**config.mk**
```make
export PLATFORM = sky130hd
export DESIGN_NAME = adc_scan_average
export DESIGN_NICKNAME = d
export VERILOG_FILES = /design/src/design/adcsa_pkg.sv /design/src/design/adc_scan_average.sv
export SDC_FILE = /design/constraint.sdc
export NUM_CORES = 1
export LEC_CHECK = 0
export ABC_AREA = 1
export BUFFER_PORTS_ARGS = -buffer_cell sky130_fd_sc_hd__buf_4
export CAP_MARGIN = 20
export CORE_MARGIN = 5
export CORE_UTILIZATION = 43
export CTS_BUF_LIST = sky130_fd_sc_hd__clkbuf_4
export DETAILED_ROUTE_END_ITERATION = 8
export PLACE_DENSITY = 0.57
export SLEW_MARGIN = 15
export SYNTH_ARGS = -nofsm -noshare
export SYNTH_HDL_FRONTEND = slang
export SYNTH_SLANG_ARGS = --single-unit
```
**constraint.sdc**
```tcl
create_clock -name aclk -period 5.25 [get_ports aclk]
set_input_delay 1.05 -clock aclk [delete_from_list [all_inputs] [get_ports aclk]]
set_output_delay 1.05 -clock aclk [all_outputs]
set_load 0.02 [all_outputs]
```
**src/design/adcsa_pkg.sv**
```systemverilog
// ----------------------------------------------------------------------------
// adcsa_pkg: shared definitions for the ADC scan averager
// Register indexes, request opcodes, fixed field widths and sequencer states.
// ----------------------------------------------------------------------------
package adcsa_pkg;

    // Pins with a sample-count register; pins at or above this never scan
    localparam int CFG_PINS        = 4;
    localparam int PIN_W           = 2;
    localparam int MASK_W          = 4;
    localparam int COUNT_W         = 8;
    localparam int READ_W          = 16;
    localparam int CFG_IDX_W       = 3;
    localparam int CFG_DATA_W      = 8;

    localparam int DEF_NUM_PINS    = 4;
    localparam int DEF_SAMPLE_BITS = 10;

    // Request opcodes
    localparam logic OP_SAMPLE = 1'b0;
    localparam logic OP_RESCAN = 1'b1;

    // Configuration register indexes
    localparam logic [CFG_IDX_W-1:0] REG_PIN_MASK = 3'd0;
    localparam logic [CFG_IDX_W-1:0] REG_SAMPLES0 = 3'd1;
    localparam logic [CFG_IDX_W-1:0] REG_SAMPLES3 = 3'd4;

    typedef enum logic [1:0] {
        ST_IDLE,
        ST_DIV,
        ST_OUT
    } state_t;

endpackage

```
**src/design/adc_scan_average.sv**
```systemverilog
// ----------------------------------------------------------------------------
// adc_scan_average: round-robin ADC scanner with per-pin oversampling
// Requests are taken only while idle; a request that completes an average
//   runs the divider before its result is loaded into the output register.
// A new request is not taken until the last result is loaded (shared
//   restoring divider, 1 quotient bit per cycle over the SAMPLE_BITS+8 bit
//   sum); a held result stalls the request side.
// Reset: sync active-low aresetn empties the list, clears readings, mask 0.
// ----------------------------------------------------------------------------
//
// Operation
//   A rescan request builds the list of enabled pins in ascending order from
//   the mask register, selects the first entry and arms a discard of the next
//   sample. A sample request adds the conversion into the running sum for the
//   selected pin. When the pin's count is reached the sum is divided by the
//   number of samples taken, the pin's reading counter is bumped and the
//   cursor moves on. A new pin always throws away its first sample, except
//   when the list holds a single pin, which just restarts.
//   Reset also sets all sample counts to 1.
//
// Structure
//   - Step logic evaluated in the accept cycle updates list, cursor, counter,
//     sum and reading counters, and latches the result fields as pending.
//   - A restoring divider (one 9-bit subtract per cycle) produces the average.
//   - A one-entry output register holds the result until the sink takes it.
//   - Configuration writes land at any time; the port is always ready.
//   - Writes to an index past the last sample-count register are dropped.
//
module adc_scan_average #(
    parameter int NUM_PINS    = adcsa_pkg::DEF_NUM_PINS,
    parameter int SAMPLE_BITS = adcsa_pkg::DEF_SAMPLE_BITS
) (
    input  logic                                aclk,
    input  logic                                aresetn,

    // configuration write channel
    input  logic                                cfg_valid,
    output logic                                cfg_ready,
    input  logic [adcsa_pkg::CFG_IDX_W-1:0]     cfg_index,
    input  logic [adcsa_pkg::CFG_DATA_W-1:0]    cfg_data,

    // request channel
    input  logic                                s_valid,
    output logic                                s_ready,
    input  logic                                s_op,
    input  logic [SAMPLE_BITS-1:0]              s_adc_sample,

    // result channel
    output logic                                m_valid,
    input  logic                                m_ready,
    output logic                                m_active,
    output logic [adcsa_pkg::PIN_W-1:0]         m_mux_pin,
    output logic                                m_pin_changed,
    output logic                                m_done_res,
    output logic [adcsa_pkg::PIN_W-1:0]         m_done_pin,
    output logic [SAMPLE_BITS-1:0]              m_average,
    output logic [adcsa_pkg::READ_W-1:0]        m_reading_count
);

    // ------------------------------------------------------------------------
    // Derived sizes
    // ------------------------------------------------------------------------
    // pins that can ever enter the list
    localparam int LIST_DEPTH = (NUM_PINS < adcsa_pkg::CFG_PINS) ? NUM_PINS
                                                                 : adcsa_pkg::CFG_PINS;
    localparam int LEN_W   = $clog2(LIST_DEPTH + 1);
    localparam int CUR_W   = (LIST_DEPTH > 1) ? $clog2(LIST_DEPTH) : 1;
    localparam int SUM_W   = SAMPLE_BITS + adcsa_pkg::COUNT_W;
    localparam int CNT_W   = adcsa_pkg::COUNT_W + 1;   // signed: -1 means discard
    localparam int STEP_W  = $clog2(SUM_W + 1);
    localparam int COUNT_W = adcsa_pkg::COUNT_W;
    localparam int PIN_W   = adcsa_pkg::PIN_W;
    localparam int READ_W  = adcsa_pkg::READ_W;

    // ------------------------------------------------------------------------
    // Configuration registers
    // ------------------------------------------------------------------------
    logic [adcsa_pkg::MASK_W-1:0] mask_reg;
    logic [COUNT_W-1:0]           samples_reg [adcsa_pkg::CFG_PINS];

    assign cfg_ready = 1'b1;

    always_ff @(posedge aclk) begin
        if (!aresetn) begin
            mask_reg <= '0;
            for (int i = 0; i < adcsa_pkg::CFG_PINS; i++) begin
                samples_reg[i] <= COUNT_W'(1);
            end
        end else if (cfg_valid && cfg_ready) begin
            if (cfg_index == adcsa_pkg::REG_PIN_MASK) begin
                mask_reg <= cfg_data[adcsa_pkg::MASK_W-1:0];
            end else if (cfg_index >= adcsa_pkg::REG_SAMPLES0 &&
                         cfg_index <= adcsa_pkg::REG_SAMPLES3) begin
                samples_reg[PIN_W'(cfg_index - adcsa_pkg::REG_SAMPLES0)] <= cfg_data;
            end
        end
    end

    // ------------------------------------------------------------------------
    // Scan state
    // ------------------------------------------------------------------------
    adcsa_pkg::state_t state_reg, state_next;

    logic [PIN_W-1:0]  list_reg  [LIST_DEPTH];   // only entries below len_reg are read
    logic [PIN_W-1:0]  list_next [LIST_DEPTH];
    logic [LEN_W-1:0]  len_reg, len_next;
    logic [CUR_W-1:0]  cur_reg, cur_next;
    logic [CNT_W-1:0]  cnt_reg, cnt_next;
    logic [SUM_W-1:0]  sum_reg, sum_next;
    logic [READ_W-1:0] readings_reg [adcsa_pkg::CFG_PINS];

    // step logic signals
    logic              accept;
    logic [PIN_W-1:0]  mux_before, mux_after;
    logic [PIN_W-1:0]  pin_sel;
    logic [COUNT_W-1:0] count_sel;
    logic [CNT_W-1:0]  cnt_inc;
    logic [LEN_W-1:0]  cur_plus;
    logic [LEN_W-1:0]  fill_idx;
    logic              done_now;
    logic [READ_W-1:0] reading_inc;

    // pending result fields, waiting for the divider and the output register
    logic              pend_active_reg;
    logic [PIN_W-1:0]  pend_mux_reg;
    logic              pend_changed_reg;
    logic              pend_done_reg;
    logic [PIN_W-1:0]  pend_pin_reg;
    logic [READ_W-1:0] pend_count_reg;

    // divider
    logic [COUNT_W-1:0] rem_reg;
    logic [SUM_W-1:0]   quo_reg;
    logic [COUNT_W-1:0] div_reg;
    logic [STEP_W-1:0]  step_reg;
    logic [COUNT_W:0]   trial;
    logic [COUNT_W:0]   trial_diff;
    logic               trial_fits;
    logic               div_last;

    // output register
    logic               load_out;
    logic               out_valid_reg;

    assign accept = s_valid && s_ready;

    always_comb begin
        list_next   = list_reg;
        len_next    = len_reg;
        cur_next    = cur_reg;
        cnt_next    = cnt_reg;
        sum_next    = sum_reg;
        done_now    = 1'b0;
        fill_idx    = '0;
        pin_sel     = list_reg[cur_reg];
        mux_before  = (len_reg != '0) ? list_reg[cur_reg] : '0;
        count_sel   = samples_reg[pin_sel];
        if (count_sel == '0) begin
            count_sel = COUNT_W'(1);      // zero count acts as one
        end
        cnt_inc     = cnt_reg + CNT_W'(1);
        cur_plus    = LEN_W'(cur_reg) + LEN_W'(1);
        reading_inc = readings_reg[pin_sel] + READ_W'(1);

        if (s_op == adcsa_pkg::OP_RESCAN) begin
            for (int p = 0; p < LIST_DEPTH; p++) begin
                if (mask_reg[p]) begin
                    list_next[fill_idx[CUR_W-1:0]] = PIN_W'(p);
                    fill_idx = fill_idx + LEN_W'(1);
                end
            end
            len_next = fill_idx;
            cur_next = '0;
            cnt_next = '1;
        end else if (len_reg != '0) begin
            // counter at -1 or 0: start a fresh sum (the -1 sample is tossed later)
            if (cnt_reg[CNT_W-1] || cnt_reg == '0) begin
                sum_next = SUM_W'(s_adc_sample);
            end else begin
                sum_next = sum_reg + SUM_W'(s_adc_sample);
            end
            cnt_next = cnt_inc;
            if (cnt_inc[COUNT_W-1:0] >= count_sel) begin
                done_now = 1'b1;
                cur_next = (cur_plus >= len_reg) ? '0 : cur_plus[CUR_W-1:0];
                cnt_next = (len_reg == LEN_W'(1)) ? '0 : '1;
            end
        end

        mux_after = (len_next != '0) ? list_next[cur_next] : '0;
    end

    always_ff @(posedge aclk) begin
        if (!aresetn) begin
            len_reg <= '0;
            cur_reg <= '0;
            cnt_reg <= '1;
            sum_reg <= '0;
            for (int i = 0; i < adcsa_pkg::CFG_PINS; i++) begin
                readings_reg[i] <= '0;
            end
        end else if (accept) begin
            len_reg <= len_next;
            cur_reg <= cur_next;
            cnt_reg <= cnt_next;
            sum_reg <= sum_next;
            if (done_now) begin
                readings_reg[pin_sel] <= reading_inc;
            end
        end
    end

    // list contents and pending fields carry no reset
    always_ff @(posedge aclk) begin
        if (accept) begin
            list_reg         <= list_next;
            pend_active_reg  <= (len_next != '0);
            pend_mux_reg     <= mux_after;
            pend_changed_reg <= (mux_after != mux_before);
            pend_done_reg    <= done_now;
            pend_pin_reg     <= done_now ? pin_sel : '0;
            pend_count_reg   <= done_now ? reading_inc : '0;
        end
    end

    // ------------------------------------------------------------------------
    // Restoring divider: sum / sample count, one quotient bit per cycle
    // ------------------------------------------------------------------------
    assign trial      = {rem_reg, quo_reg[SUM_W-1]};
    assign trial_diff = trial - {1'b0, div_reg};
    assign trial_fits = (trial >= {1'b0, div_reg});
    assign div_last   = (step_reg == STEP_W'(SUM_W - 1));

    always_ff @(posedge aclk) begin
        if (accept) begin
            rem_reg  <= '0;
            quo_reg  <= sum_next;
            div_reg  <= cnt_inc[COUNT_W-1:0];
            step_reg <= '0;
        end else if (state_reg == adcsa_pkg::ST_DIV) begin
            rem_reg  <= trial_fits ? trial_diff[COUNT_W-1:0] : trial[COUNT_W-1:0];
            quo_reg  <= {quo_reg[SUM_W-2:0], trial_fits};
            step_reg <= step_reg + STEP_W'(1);
        end
    end

    // ------------------------------------------------------------------------
    // Sequencer
    // ------------------------------------------------------------------------
    always_ff @(posedge aclk) begin
        if (!aresetn) begin
            state_reg <= adcsa_pkg::ST_IDLE;
        end else begin
            state_reg <= state_next;
        end
    end

    always_comb begin
        state_next = state_reg;
        case (state_reg)
            adcsa_pkg::ST_IDLE: begin
                if (accept) begin
                    state_next = done_now ? adcsa_pkg::ST_DIV : adcsa_pkg::ST_OUT;
                end
            end
            adcsa_pkg::ST_DIV: begin
                if (div_last) begin
                    state_next = adcsa_pkg::ST_OUT;
                end
            end
            adcsa_pkg::ST_OUT: begin
                if (load_out) begin
                    state_next = adcsa_pkg::ST_IDLE;
                end
            end
            default: state_next = adcsa_pkg::ST_IDLE;
        endcase
    end

    always_comb begin
        s_ready  = (state_reg == adcsa_pkg::ST_IDLE);
        load_out = (state_reg == adcsa_pkg::ST_OUT) && (!out_valid_reg || m_ready);
    end

    // ------------------------------------------------------------------------
    // Output register
    // ------------------------------------------------------------------------
    always_ff @(posedge aclk) begin
        if (!aresetn) begin
            out_valid_reg <= 1'b0;
        end else if (load_out) begin
            out_valid_reg <= 1'b1;
        end else if (m_ready) begin
            out_valid_reg <= 1'b0;
        end
    end

    always_ff @(posedge aclk) begin
        if (load_out) begin
            m_active        <= pend_active_reg;
            m_mux_pin       <= pend_mux_reg;
            m_pin_changed   <= pend_changed_reg;
            m_done_res      <= pend_done_reg;
            m_done_pin      <= pend_pin_reg;
            m_average       <= pend_done_reg ? quo_reg[SAMPLE_BITS-1:0] : '0;
            m_reading_count <= pend_count_reg;
        end
    end

    assign m_valid = out_valid_reg;

endmodule

```
==> impl_metrics.env, run 1 <==
export IMPL_largest_register_ffs=64
export IMPL_critPathArrivalTime_ns=4.89
export IMPL_drt_iter0_markers=807
export IMPL_buffer_levels_on_the_longest_clock_path=3
export IMPL_detailedPlacementHpwl_um=19500
export IMPL_placeableCoreArea_um2=27900
export IMPL_leakage_nw=5.96
export IMPL_internal_power_mw=4.54
export IMPL_swShare_pct=42.2
export IMPL_start_kind="flip-flop"
export IMPL_synth_seq_cells=238
export IMPL_synth_edf_count=186
export IMPL_die_area_um2=31900
export IMPL_hold_depth=0
export IMPL_hold_worst_slack_ns=0.418
export IMPL_critical_path_buf_inv_count=4
export IMPL_pwr_density_cell_nw_per_um2=565
export IMPL_groute_layer_met3_usage_pct=3.82
export IMPL_postCtsSetupRepairBufs=0
export IMPL_grt_max_degree=41
export IMPL_run_status="completed"
export IMPL_reg2reg_to="readings_reg[1][12]"
export IMPL_cpMaxStageDelayCell="sky130_fd_sc_hd__dfxtp_1"
export IMPL_rr_startpoint="cur_reg[0]"
export IMPL_combPwrFrac_pct=42.8
export IMPL_dieWidth_um=178
export IMPL_number_of_nets_in_the_finished_design=1528
export IMPL_clkLatencyLatePin_ns=0.65
export IMPL_tritoncts="built"
export IMPL_globalRoute_totalOverflow=0
export IMPL_num_vias=9404
export IMPL_reg2reg_setup_slack_ns=0.59
export IMPL_fmax_mhz=214
export IMPL_least_margin_pin_slew_ns=0.917
export IMPL_fillCellCount=2672
export IMPL_io_buffer_count=61
export IMPL_synth_distinct_cells=56
export IMPL_grt_busiest_layer="met1"
export IMPL_area_growth_syn_to_layout_pct=14.0
export IMPL_largest_fanout_on_the_critical_path=29
export IMPL_cts_clk_slew_worst_paths_ns=0.07
export IMPL_clockRootBuffer="sky130_fd_sc_hd__clkbuf_4"
export IMPL_holdPathEnd="m_reading_count[15]"
export IMPL_worst_r2r_cell_count=25
export IMPL_critical_path_class="reg2reg"
export IMPL_rows=61
export IMPL_resized_cells_post_cts=0
export IMPL_final_min_period_over_clock_period_pct=88.8
export IMPL_switchingPower_mw=3.32
export IMPL_critical_path_top_delay_family="simple AND/OR/NAND/NOR gates"
export IMPL_global_route_usage_total_pct=18.1
export IMPL_worst_ir_drop_on_vdd_mv=0.240
export IMPL_yosysWarningCount=0
export IMPL_initial_core_util_pct=43.7
export IMPL_ys_seq_area_share_pct=54.3
export IMPL_fin_worst_skew_ns=0.0468
export IMPL_postSynth_asyncResetShare_pct=0
export IMPL_global_route_usage_met2_pct=26.2
export IMPL_synthesized_nets=1426
export IMPL_total_clock_buffers_created_by_cts=68
export IMPL_final_layout_size_suffix_gt1_share_pct=16.2
export IMPL_synth_main_ff_cell="sky130_fd_sc_hd__edfxtp_1"
export IMPL_power_share_clock_pct=22.4
export IMPL_first_global_vias=9106
export IMPL_slew_viol_final=0
export IMPL_finish_utilization_pct=49.8
export IMPL_met1_usage_pct=26.7
export IMPL_viasPerCell=4.99
export IMPL_min_delay_path_class="reg2reg"
export IMPL_gp_congestion=0.878
export IMPL_residual_antenna_violating_net_count_after_detailed_routing=0
export IMPL_grt_first_pass_wirelength_um=45900
export IMPL_timing_final_crit_period_ns=4.66
export IMPL_setup_tns_final_ns=0
export IMPL_rsz0062_at_grt="no"
export IMPL_drc_errors=0
export IMPL_postRouteWirelength_um=28100
export IMPL_relSlewSlack_pct=38.8
export IMPL_postSynthAreaPerCell_um2=9.02
export IMPL_synthesis_area_um2=12200
export IMPL_power_frac_seq_pct=34.8
export IMPL_synthesis_instances=1353
export IMPL_crit_path_max_incr_delay_ns=0.59
export IMPL_drt_first_pass_iters=5
export IMPL_cts_num_sinks=238
export IMPL_min_from="pend_count_reg[15]"
export IMPL_timing_hold_violations_final=0
export IMPL_clock_tree_htree_level_count=3
export IMPL_top_level_ports=63
export IMPL_cp_required_ns=5.47
export IMPL_floorplan_die_height_um=178
export IMPL_timing_critical_path_mode_cell="sky130_fd_sc_hd__nand2_1"
export IMPL_dpl_instance_area_um2=13000
export IMPL_design_area_um2=13900
export IMPL_endpoint_kind="flip-flop"
export IMPL_post_drt_wl_per_cell_um=14.9
export IMPL_cts_hold_buf=0
export IMPL_finalSetupViolCount=0
export IMPL_cap_viol_max_count=0
export IMPL_antenna_violations_before_repair=1
## cells by family after synthesis
kind of cell / Yosys count / synth area share, %
buffers and inverters: 209 / 7.02
and+or+nand+nor: 613 / 21.4
DFF: 238 / 54.3
other: 1 / 0.0307
adders and majority gates: 46 / 4.84
AOI/OAI and AO/OA: 222 / 10.5
xor gates and xnor gates: 24 / 1.91
## layer usage
layer	vias up	routed length (um)
li1	4782	-
met1	4326	14200
met2	254	11600
met3	42	1820
met4	0	554
met5	-	0
## synthesized netlist by cell type (4+ instances only)
cell	instances	area (um2)
sky130_fd_sc_hd__nor2_4	4	45.0
sky130_fd_sc_hd__xor2_1	15	131
sky130_fd_sc_hd__a21oi_1	98	490
sky130_fd_sc_hd__clkbuf_1	23	86.3
sky130_fd_sc_hd__xnor2_1	6	52.6
sky130_fd_sc_hd__nand2_2	11	68.8
sky130_fd_sc_hd__inv_2	5	18.8
sky130_fd_sc_hd__inv_1	157	589
sky130_fd_sc_hd__ha_1	44	551
sky130_fd_sc_hd__buf_6	5	56.3
sky130_fd_sc_hd__nand3_1	57	285
sky130_fd_sc_hd__o31ai_1	4	30.0
sky130_fd_sc_hd__nand4_1	20	125
sky130_fd_sc_hd__o21ai_0	70	350
sky130_fd_sc_hd__nor3_1	20	100
sky130_fd_sc_hd__nand3_2	5	50.1
sky130_fd_sc_hd__nor2_2	13	81.3
sky130_fd_sc_hd__o211ai_1	19	143
sky130_fd_sc_hd__buf_2	9	45.0
sky130_fd_sc_hd__nand2_1	287	1080
sky130_fd_sc_hd__nor2_1	186	698
sky130_fd_sc_hd__edfxtp_1	186	5590
sky130_fd_sc_hd__dfxtp_1	52	1040
## layout by cell type (no fill, tap or decap), types with 15 or more instances in the layout
cell	Yosys	routed
sky130_fd_sc_hd__nand2_1	287	287
sky130_fd_sc_hd__edfxtp_1	186	186
sky130_fd_sc_hd__nor2_1	186	185
sky130_fd_sc_hd__inv_1	157	157
sky130_fd_sc_hd__clkbuf_4	0	104
sky130_fd_sc_hd__a21oi_1	98	98
sky130_fd_sc_hd__buf_4	2	74
sky130_fd_sc_hd__o21ai_0	70	70
sky130_fd_sc_hd__nand3_1	57	57
sky130_fd_sc_hd__dfxtp_1	52	52
sky130_fd_sc_hd__ha_1	44	44
sky130_fd_sc_hd__nand4_1	20	20
sky130_fd_sc_hd__nor3_1	20	20
sky130_fd_sc_hd__o211ai_1	19	19
sky130_fd_sc_hd__xor2_1	15	15
## worst max path at each step
stage / cells past startpoint / start / slack (ns) / to
finish: 25 / cur_reg[0] / 0.59 / readings_reg[1][12]
global route: 25 / cur_reg[0] / 0.07 / readings_reg[1][6]
CTS: 25 / cur_reg[0] / 0.58 / readings_reg[1][15]
detailed placement: 25 / cur_reg[0] / 0.63 / readings_reg[1][9]
global placement: 25 / cur_reg[0] / 0.76 / readings_reg[1][8]
floorplan: 26 / cur_reg[0] / 0.68 / readings_reg[3][0]
## cell type report
cell class / instances / area (um2) / share of cell area [%]
Tap cell: 378 / 473 / 3.40
Timing Repair Buffer: 75 / 561 / 4.03
Inverter: 166 / 628 / 4.51
Antenna cell: 1 / 2.50 / 0.0180
Multi-Input combinational cell: 906 / 4730 / 34.0
Sequential cell: 238 / 6630 / 47.6
Clock buffer: 104 / 781 / 5.61
Clock inverter: 15 / 111 / 0.800
## power groups by stage
stage / Clock [mW] / Combinational, mW / Sequential [mW]
after floorplan: 0 / 2.41 / 2.80
after global placement: 0 / 3.33 / 2.77
after detailed placement: 0 / 3.34 / 2.78
after CTS: 1.83 / 3.36 / 2.74
after global routing: 1.94 / 3.79 / 2.78
final: 1.76 / 3.36 / 2.74
## worst register-to-register path, stage by stage, from the launching register on
cell and delay (ns):
sky130_fd_sc_hd__dfxtp_1 0.59, sky130_fd_sc_hd__inv_4 0.07, sky130_fd_sc_hd__nand2_1 0.08, sky130_fd_sc_hd__nand3_2 0.09
sky130_fd_sc_hd__nand2_4 0.26, sky130_fd_sc_hd__inv_4 0.14, sky130_fd_sc_hd__nand2_1 0.08, sky130_fd_sc_hd__o21ai_0 0.07
sky130_fd_sc_hd__o21ai_0 0.32, sky130_fd_sc_hd__nand4_1 0.14, sky130_fd_sc_hd__o21ai_0 0.19, sky130_fd_sc_hd__ha_1 0.25
sky130_fd_sc_hd__nand2_1 0.05, sky130_fd_sc_hd__nand3_1 0.07, sky130_fd_sc_hd__nand2_1 0.06, sky130_fd_sc_hd__nand2_1 0.04
sky130_fd_sc_hd__nand2_1 0.05, sky130_fd_sc_hd__nand2_1 0.15, sky130_fd_sc_hd__inv_2 0.21, sky130_fd_sc_hd__nor2_4 0.06
sky130_fd_sc_hd__inv_2 0.31, sky130_fd_sc_hd__nor2_2 0.09, sky130_fd_sc_hd__nand2_2 0.09, sky130_fd_sc_hd__nor2_2 0.05
sky130_fd_sc_hd__nand2_2 0.26, sky130_fd_sc_hd__nand2_1 0.47
## through the flow
| stage | setup WS (ns) | total power, mW | cells |
|---|---|---|---|
| 6_report | 0.587 | 7.86 | 1883 |
| 3_5_place_dp | 0.631 | 6.12 | 1762 |
| 4_1_cts | 0.576 | 7.93 | 1881 |
| 3_3_place_gp | 0.760 | 6.10 | 1761 |
| 5_1_grt | 0.0650 | 8.51 | 1883 |
| 2_1_floorplan | 0.682 | 5.21 | 1353 |
Note: power is estimated with default switching activity, not from simulation.
==> inputs of run 2 (changes only) <==
--- a/config.mk
+++ b/config.mk
@@ -6,13 +6,15 @@
 export NUM_CORES = 1
 export LEC_CHECK = 0
 export ABC_AREA = 1
-export BUFFER_PORTS_ARGS = -buffer_cell sky130_fd_sc_hd__buf_4
+export BUFFER_PORTS_ARGS = -buffer_cell sky130_fd_sc_hd__buf_2
 export CAP_MARGIN = 20
+export CORE_ASPECT_RATIO = 0.8
 export CORE_MARGIN = 5
 export CORE_UTILIZATION = 43
 export CTS_BUF_LIST = sky130_fd_sc_hd__clkbuf_4
 export DETAILED_ROUTE_END_ITERATION = 8
 export PLACE_DENSITY = 0.57
+export RECOVER_POWER = 100
 export SLEW_MARGIN = 15
 export SYNTH_ARGS = -nofsm -noshare
 export SYNTH_HDL_FRONTEND = slang
==> run 2 against run 1 <==
  * The flow now finishes with violations (capacitance limit, slew limit)
  * Wire length grew 3.5%
  * Fmax grew 1.3%
  * Sequential power is essentially flat
  * First-iteration DRC count shrank 14%
  * Largest cell class unchanged
  * Design area shrank 2.6%
  * Utilization shrank 1.6 points
  * Critical path type unchanged
  * Clock skew grew 0.0086 ns
==> impl_metrics.env, run 2 (synthesized netlist as in run 1, its figures left out) <==
export IMPL_num_vias=9426
export IMPL_gp_congestion=0.847
export IMPL_drc_errors=0
export IMPL_final_min_period_over_clock_period_pct=87.7
export IMPL_pwr_density_cell_nw_per_um2=564
export IMPL_rows=55
export IMPL_holdPathEnd="m_reading_count[5]"
export IMPL_failed_checks="capacitance limit, slew limit"
export IMPL_fillCellCount=2703
export IMPL_rsz0062_at_grt="no"
export IMPL_total_clock_buffers_created_by_cts=61
export IMPL_residual_antenna_violating_net_count_after_detailed_routing=0
export IMPL_min_delay_path_class="reg2reg"
export IMPL_layout_common_cells="sky130_fd_sc_hd__nand2_1, sky130_fd_sc_hd__nor2_1, sky130_fd_sc_hd__edfxtp_1"
export IMPL_first_global_vias=8974
export IMPL_timing_hold_violations_final=0
export IMPL_global_route_usage_total_pct=18.4
export IMPL_run_status="finished, violations left"
export IMPL_floorplan_die_height_um=161
export IMPL_postRouteWirelength_um=29100
export IMPL_power_frac_seq_pct=35.9
export IMPL_timing_final_crit_period_ns=4.60
export IMPL_post_layout_total_power_mw=7.64
export IMPL_final_layout_size_suffix_gt1_share_pct=12.4
export IMPL_cap_viol_max_count=1
export IMPL_switchingPower_mw=3.36
export IMPL_globalRoute_totalOverflow=0
export IMPL_detailedPlacementHpwl_um=20300
export IMPL_fmax_mhz=217
export IMPL_dieWidth_um=198
export IMPL_postCtsSetupRepairBufs=0
export IMPL_cts_num_sinks=238
export IMPL_drt_iter0_markers=694
export IMPL_buffer_levels_on_the_longest_clock_path=3
export IMPL_final_common_cell="sky130_fd_sc_hd__nand2_1"
export IMPL_top_level_ports=63
export IMPL_grt_max_degree=41
export IMPL_finalSetupViolCount=0
export IMPL_min_from="pend_count_reg[5]"
export IMPL_reg2reg_to="readings_reg[2][10]"
export IMPL_initial_core_util_pct=43.4
export IMPL_tritoncts="built"
export IMPL_resized_cells_post_cts=0
export IMPL_clkLatencyLatePin_ns=0.70
export IMPL_leakage_nw=5.71
export IMPL_antenna_violations_before_repair=1
export IMPL_cp_required_ns=5.64
export IMPL_rr_startpoint="cur_reg[0]"
export IMPL_worst_ir_drop_on_vdd_mv=0.224
export IMPL_clockRootBuffer="sky130_fd_sc_hd__clkbuf_4"
export IMPL_number_of_nets_in_the_finished_design=1523
export IMPL_least_margin_pin_slew_ns=2.25
export IMPL_worst_r2r_cell_count=24
export IMPL_power_share_clock_pct=20.3
export IMPL_post_drt_wl_per_cell_um=15.6
export IMPL_start_kind="flip-flop"
export IMPL_setup_tns_final_ns=0
export IMPL_hold_depth=0
export IMPL_relSlewSlack_pct=-50.0
export IMPL_combPwrFrac_pct=43.8
export IMPL_grt_first_pass_wirelength_um=47600
export IMPL_placeableCoreArea_um2=28100
export IMPL_endpoint_kind="flip-flop"
export IMPL_slew_viol_final=38
export IMPL_finish_utilization_pct=48.2
export IMPL_internal_power_mw=4.28
export IMPL_drt_first_pass_iters=5
export IMPL_largest_register_ffs=64
export IMPL_clock_tree_htree_level_count=2
export IMPL_reg2reg_setup_slack_ns=0.65
export IMPL_numPlacedInstances=1756
export IMPL_cts_clk_slew_worst_paths_ns=0.07
export IMPL_largest_fanout_on_the_critical_path=31
export IMPL_area_growth_syn_to_layout_pct=11.1
export IMPL_cts_hold_buf=0
export IMPL_fin_worst_skew_ns=0.0555
export IMPL_viasPerCell=5.05
export IMPL_layout_cells_excl_fill=1866
export IMPL_critPathArrivalTime_ns=5.00
export IMPL_die_area_um2=31900
export IMPL_swShare_pct=44.0
export IMPL_io_buffer_count=61
export IMPL_critical_path_class="reg2reg"
run 2: how the worst max path moves through the flow:
stage | cells past startpoint | to | startpoint
3_5_place_dp | 22 | readings_reg[1][12] | cur_reg[0]
3_3_place_gp | 22 | readings_reg[1][12] | cur_reg[0]
4_1_cts | 22 | readings_reg[1][1] | cur_reg[0]
5_1_grt | 24 | readings_reg[2][13] | cur_reg[0]
6_report | 24 | readings_reg[2][10] | cur_reg[0]
2_1_floorplan | 26 | readings_reg[3][0] | cur_reg[0]
run 2: layer usage:
layer	share of wire, %	vias up	global-route usage (%)
met3	5.0	56	3.04
met2	41	209	26.4
met5	0	-	0
met4	2.3	0	4.97
met1	51	4394	28.8
li1	-	4767	-
run 2: cell type report:
class                      count  area, um2  share of cell area [%]
antenna                        1       2.50                  0.0185
clock buffer                  93        698                    5.15
clock inverter                15       62.6                   0.461
inverter                     166        628                    4.63
multi-input combinational    906       4730                    34.9
sequential                   238       6630                    48.9
tap                          370        463                    3.41
timing repair buffer          77        352                    2.59
run 2: power groups by stage:
stage                     combinational [mW]  clock, mW  sequential, mW
after global placement                  3.34          0            2.77
after detailed placement                3.38          0            2.78
after floorplan                         2.41          0            2.80
after global routing                    3.76       1.72            2.79
after CTS                               3.39       1.61            2.74
final                                   3.35       1.55            2.75
run 2: per-stage QoR:
stage / hold WS [ns] / setup slack [ns] / area, um2
2_1_floorplan: 0.400 / 0.682 / 12200
3_3_place_gp: 0.402 / 0.866 / 12900
3_5_place_dp: 0.405 / 0.698 / 12900
4_1_cts: 0.403 / 0.727 / 13600
5_1_grt: 0.420 / 0.145 / 13600
6_report: 0.401 / 0.646 / 13600
run 2: critical path: stages, from the launching register on:
cell and delay, ns:
sky130_fd_sc_hd__dfxtp_1 0.59, sky130_fd_sc_hd__inv_4 0.07, sky130_fd_sc_hd__nand2_1 0.07, sky130_fd_sc_hd__nand3_1 0.10
sky130_fd_sc_hd__nand2_4 0.30, sky130_fd_sc_hd__inv_4 0.16, sky130_fd_sc_hd__nand2_1 0.08, sky130_fd_sc_hd__o21ai_0 0.07
sky130_fd_sc_hd__o21ai_0 0.27, sky130_fd_sc_hd__nand4_1 0.13, sky130_fd_sc_hd__o21ai_0 0.18, sky130_fd_sc_hd__ha_1 0.26
sky130_fd_sc_hd__nand2_1 0.06, sky130_fd_sc_hd__nand3_1 0.07, sky130_fd_sc_hd__nand2_1 0.05, sky130_fd_sc_hd__nand2_1 0.04
sky130_fd_sc_hd__nand2_1 0.05, sky130_fd_sc_hd__nand2_1 0.14, sky130_fd_sc_hd__inv_1 0.27, sky130_fd_sc_hd__nor2_4 0.06
sky130_fd_sc_hd__inv_2 0.34, sky130_fd_sc_hd__nor2_2 0.09, sky130_fd_sc_hd__nand3_1 0.10, sky130_fd_sc_hd__clkbuf_1 0.61
sky130_fd_sc_hd__nor2_1 0.12
==> inputs of run 3 (changes only) <==
--- a/config.mk
+++ b/config.mk
@@ -8,8 +8,6 @@
 export ABC_AREA = 1
 export BUFFER_PORTS_ARGS = -buffer_cell sky130_fd_sc_hd__buf_2
 export CAP_MARGIN = 20
-export CORE_ASPECT_RATIO = 0.8
-export CORE_MARGIN = 5
 export CORE_UTILIZATION = 43
 export CTS_BUF_LIST = sky130_fd_sc_hd__clkbuf_4
 export DETAILED_ROUTE_END_ITERATION = 8
==> run 3 against run 2 <==
  * The flow now finishes without violations
  * Sequential power about the same
  * Via count up 0.27%
  * Sequential share of layout area down 0.27 points
  * Utilization up 0.77 points
  * Global-route usage up 1.7 points
  * Critical path depth unchanged
  * Cell count up 0.75%
  * Power up 0.50%
  * Fmax down 0.38%
  * Clock power up 7%
  * Clock skew up 0.0016 ns
==> impl_metrics.env, run 3 (synthesized netlist as in run 1, its figures left out) <==
export IMPL_timing_critical_path_cells="inv_4, nand2_1, nand3_1, nand2_4, buf_4, nor2_1, o32a_1, nand4_1, o21ai_0, ha_1, nand2_1, nand3_1, nand2_1, nand2_1, nand2_1, nand2_1, inv_2, nor2_4, inv_2, nor2_2, nand2_2, nor2_2, nand2_2, nand2_2"
export IMPL_cts_num_sinks=238
export IMPL_leakage_nw=5.73
export IMPL_critPathArrivalTime_ns=4.97
export IMPL_postCtsSetupRepairBufs=0
export IMPL_finish_utilization_pct=48.9
export IMPL_final_common_cell="sky130_fd_sc_hd__nand2_1"
export IMPL_worst_slack_ns=0.629
export IMPL_drt_iter0_markers=657
export IMPL_timing_hold_violations_final=0
export IMPL_layout_common_cells="sky130_fd_sc_hd__nand2_1, sky130_fd_sc_hd__nor2_1, sky130_fd_sc_hd__edfxtp_1"
export IMPL_global_route_usage_total_pct=20.1
export IMPL_grt_max_degree=53
export IMPL_io_buffer_count=61
export IMPL_fmax_mhz=216
export IMPL_rows=61
export IMPL_final_layout_size_suffix_gt1_share_pct=12.7
export IMPL_multiInputGateArea_um2=4720
export IMPL_pre_cts_ws_ns=0.296
export IMPL_fillCellCount=2683
export IMPL_crit_path_max_incr_delay_ns=0.60
export IMPL_dieWidth_um=170
export IMPL_cp_required_ns=5.60
export IMPL_globalRoute_totalOverflow=0
export IMPL_postRouteWirelength_um=27900
export IMPL_rsz0062_at_grt="no"
export IMPL_critical_path_top_delay_family="simple AND/OR/NAND/NOR gates"
export IMPL_cts_clk_slew_worst_paths_ns=0.07
export IMPL_die_area_um2=29100
export IMPL_first_global_vias=9062
export IMPL_run_status="completed"
export IMPL_layout_cells_excl_fill=1880
export IMPL_critical_path_class="reg2reg"
export IMPL_drt_first_pass_iters=8
export IMPL_cap_viol_max_count=0
export IMPL_detailedPlacementHpwl_um=19300
export IMPL_post_drt_wl_per_cell_um=14.8
export IMPL_top_level_ports=63
export IMPL_floorplan_die_height_um=170
export IMPL_endpoint_kind="flip-flop"
export IMPL_buffer_levels_on_the_longest_clock_path=3
export IMPL_drc_errors=0
export IMPL_viasPerCell=5.03
export IMPL_largest_fanout_on_the_critical_path=26
export IMPL_min_delay_path_class="reg2reg"
export IMPL_clockRootBuffer="sky130_fd_sc_hd__clkbuf_4"
export IMPL_least_margin_pin_slew_ns=1.43
export IMPL_clock_tree_htree_level_count=2
export IMPL_antenna_violations_before_repair=1
export IMPL_initial_core_util_pct=43.8
export IMPL_placeableCoreArea_um2=27900
export IMPL_setup_tns_final_ns=0
export IMPL_rr_startpoint="cur_reg[0]"
export IMPL_clkLatencyLatePin_ns=0.70
export IMPL_area_growth_syn_to_layout_pct=11.7
export IMPL_start_kind="flip-flop"
export IMPL_critical_path_buf_inv_count=4
export IMPL_residual_antenna_violating_net_count_after_detailed_routing=0
export IMPL_largest_register_ffs=64
export IMPL_tritoncts="built"
export IMPL_number_of_nets_in_the_finished_design=1521
export IMPL_slew_viol_final=0
export IMPL_finalSetupViolCount=0
export IMPL_startpoint="cur_reg[0]"
export IMPL_fin_worst_skew_ns=0.0571
export IMPL_cpMaxStageDelayCell="sky130_fd_sc_hd__dfxtp_1"
export IMPL_relSlewSlack_pct=3.99
export IMPL_timing_critical_path_mode_cell="sky130_fd_sc_hd__nand2_1"
export IMPL_total_clock_buffers_created_by_cts=61
export IMPL_pwr_density_cell_nw_per_um2=563
export IMPL_min_from="pend_count_reg[6]"
export IMPL_worst_ir_drop_on_vdd_mv=0.219
export IMPL_num_vias=9451
export IMPL_timing_final_crit_period_ns=4.62
export IMPL_final_min_period_over_clock_period_pct=88.0
export IMPL_grt_first_pass_wirelength_um=46000
export IMPL_numPlacedInstances=1762
export IMPL_ff_latch_area_um2=6630
export IMPL_gp_congestion=0.888
==> run 3: cell types whose count changed in the layout (fill, tap and decap cells not counted), sizes merged <==
cell,change
clkinv,+2
buf,-2
bufinv,+1
clkbuf,+5
==> run 3: area by class of cell <==
type,instances,share of cell area [%]
flip-flops and latches,238,48.6
multi-input cells,906,34.6
clock buffers,98,5.40
inverters,166,4.63
well taps,378,3.47
repair buffers,75,2.49
clock inverters,18,0.762
diodes,1,0.0184
==> run 3: per-stage QoR <==
stage	power [mW]	hold slack, ns	cell area, um2
global placement	6.04	0.402	12900
global route	8.31	0.428	13600
CTS	7.77	0.415	13700
detailed placement	6.09	0.406	12900
finish	7.68	0.413	13600
floorplan	5.21	0.400	12200
==> run 3: routing by layer <==
metal	global-route usage, %	vias to the layer above	part of all wire [%]	wire length, um
met2	30.7	267	43	12000
li1	-	4774	-	-
met5	0	-	0	0
met3	3.51	39	5.3	1490
met1	29.2	4371	50	14000
met4	5.80	0	1.5	420
==> run 3: path summary, 6_finish.rpt <==
path / slack, ns / cells after the start / endpoint
max: 0.63 / 24 / readings_reg[1][13]
min: 0.41 / 0 / m_reading_count[6]
max reg2reg: 0.63 / 24 / readings_reg[1][13]
min reg2reg: 0.41 / 0 / m_reading_count[6]
==> run 3: power by group <==
group	total, mW	switching (mW)	internal (mW)
Sequential	2.74	0.179	2.56
Combinational	3.28	2.37	0.915
Clock	1.66	0.764	0.896
Total	7.68	3.31	4.37
==> run 3: what timing repair did <==
action	4_1_cts	5_1_grt
hold buffers	0	0
hold endpoints to repair	0	0
gates resized for setup	0	3
endpoints found under the setup margin	0	32
==> run 3: worst register-to-register path: stages, from the launching register on <==
cell and delay [ns]:
sky130_fd_sc_hd__dfxtp_1 0.60, sky130_fd_sc_hd__inv_4 0.07, sky130_fd_sc_hd__nand2_1 0.07, sky130_fd_sc_hd__nand3_1 0.11, sky130_fd_sc_hd__nand2_4 0.27, sky130_fd_sc_hd__buf_4 0.37
sky130_fd_sc_hd__nor2_1 0.08, sky130_fd_sc_hd__o32a_1 0.36, sky130_fd_sc_hd__nand4_1 0.09, sky130_fd_sc_hd__o21ai_0 0.09, sky130_fd_sc_hd__ha_1 0.28, sky130_fd_sc_hd__nand2_1 0.04
sky130_fd_sc_hd__nand3_1 0.07, sky130_fd_sc_hd__nand2_1 0.05, sky130_fd_sc_hd__nand2_1 0.05, sky130_fd_sc_hd__nand2_1 0.04, sky130_fd_sc_hd__nand2_1 0.19, sky130_fd_sc_hd__inv_2 0.14
sky130_fd_sc_hd__nor2_4 0.13, sky130_fd_sc_hd__inv_2 0.18, sky130_fd_sc_hd__nor2_2 0.20, sky130_fd_sc_hd__nand2_2 0.08, sky130_fd_sc_hd__nor2_2 0.12, sky130_fd_sc_hd__nand2_2 0.23
sky130_fd_sc_hd__nand2_2 0.40
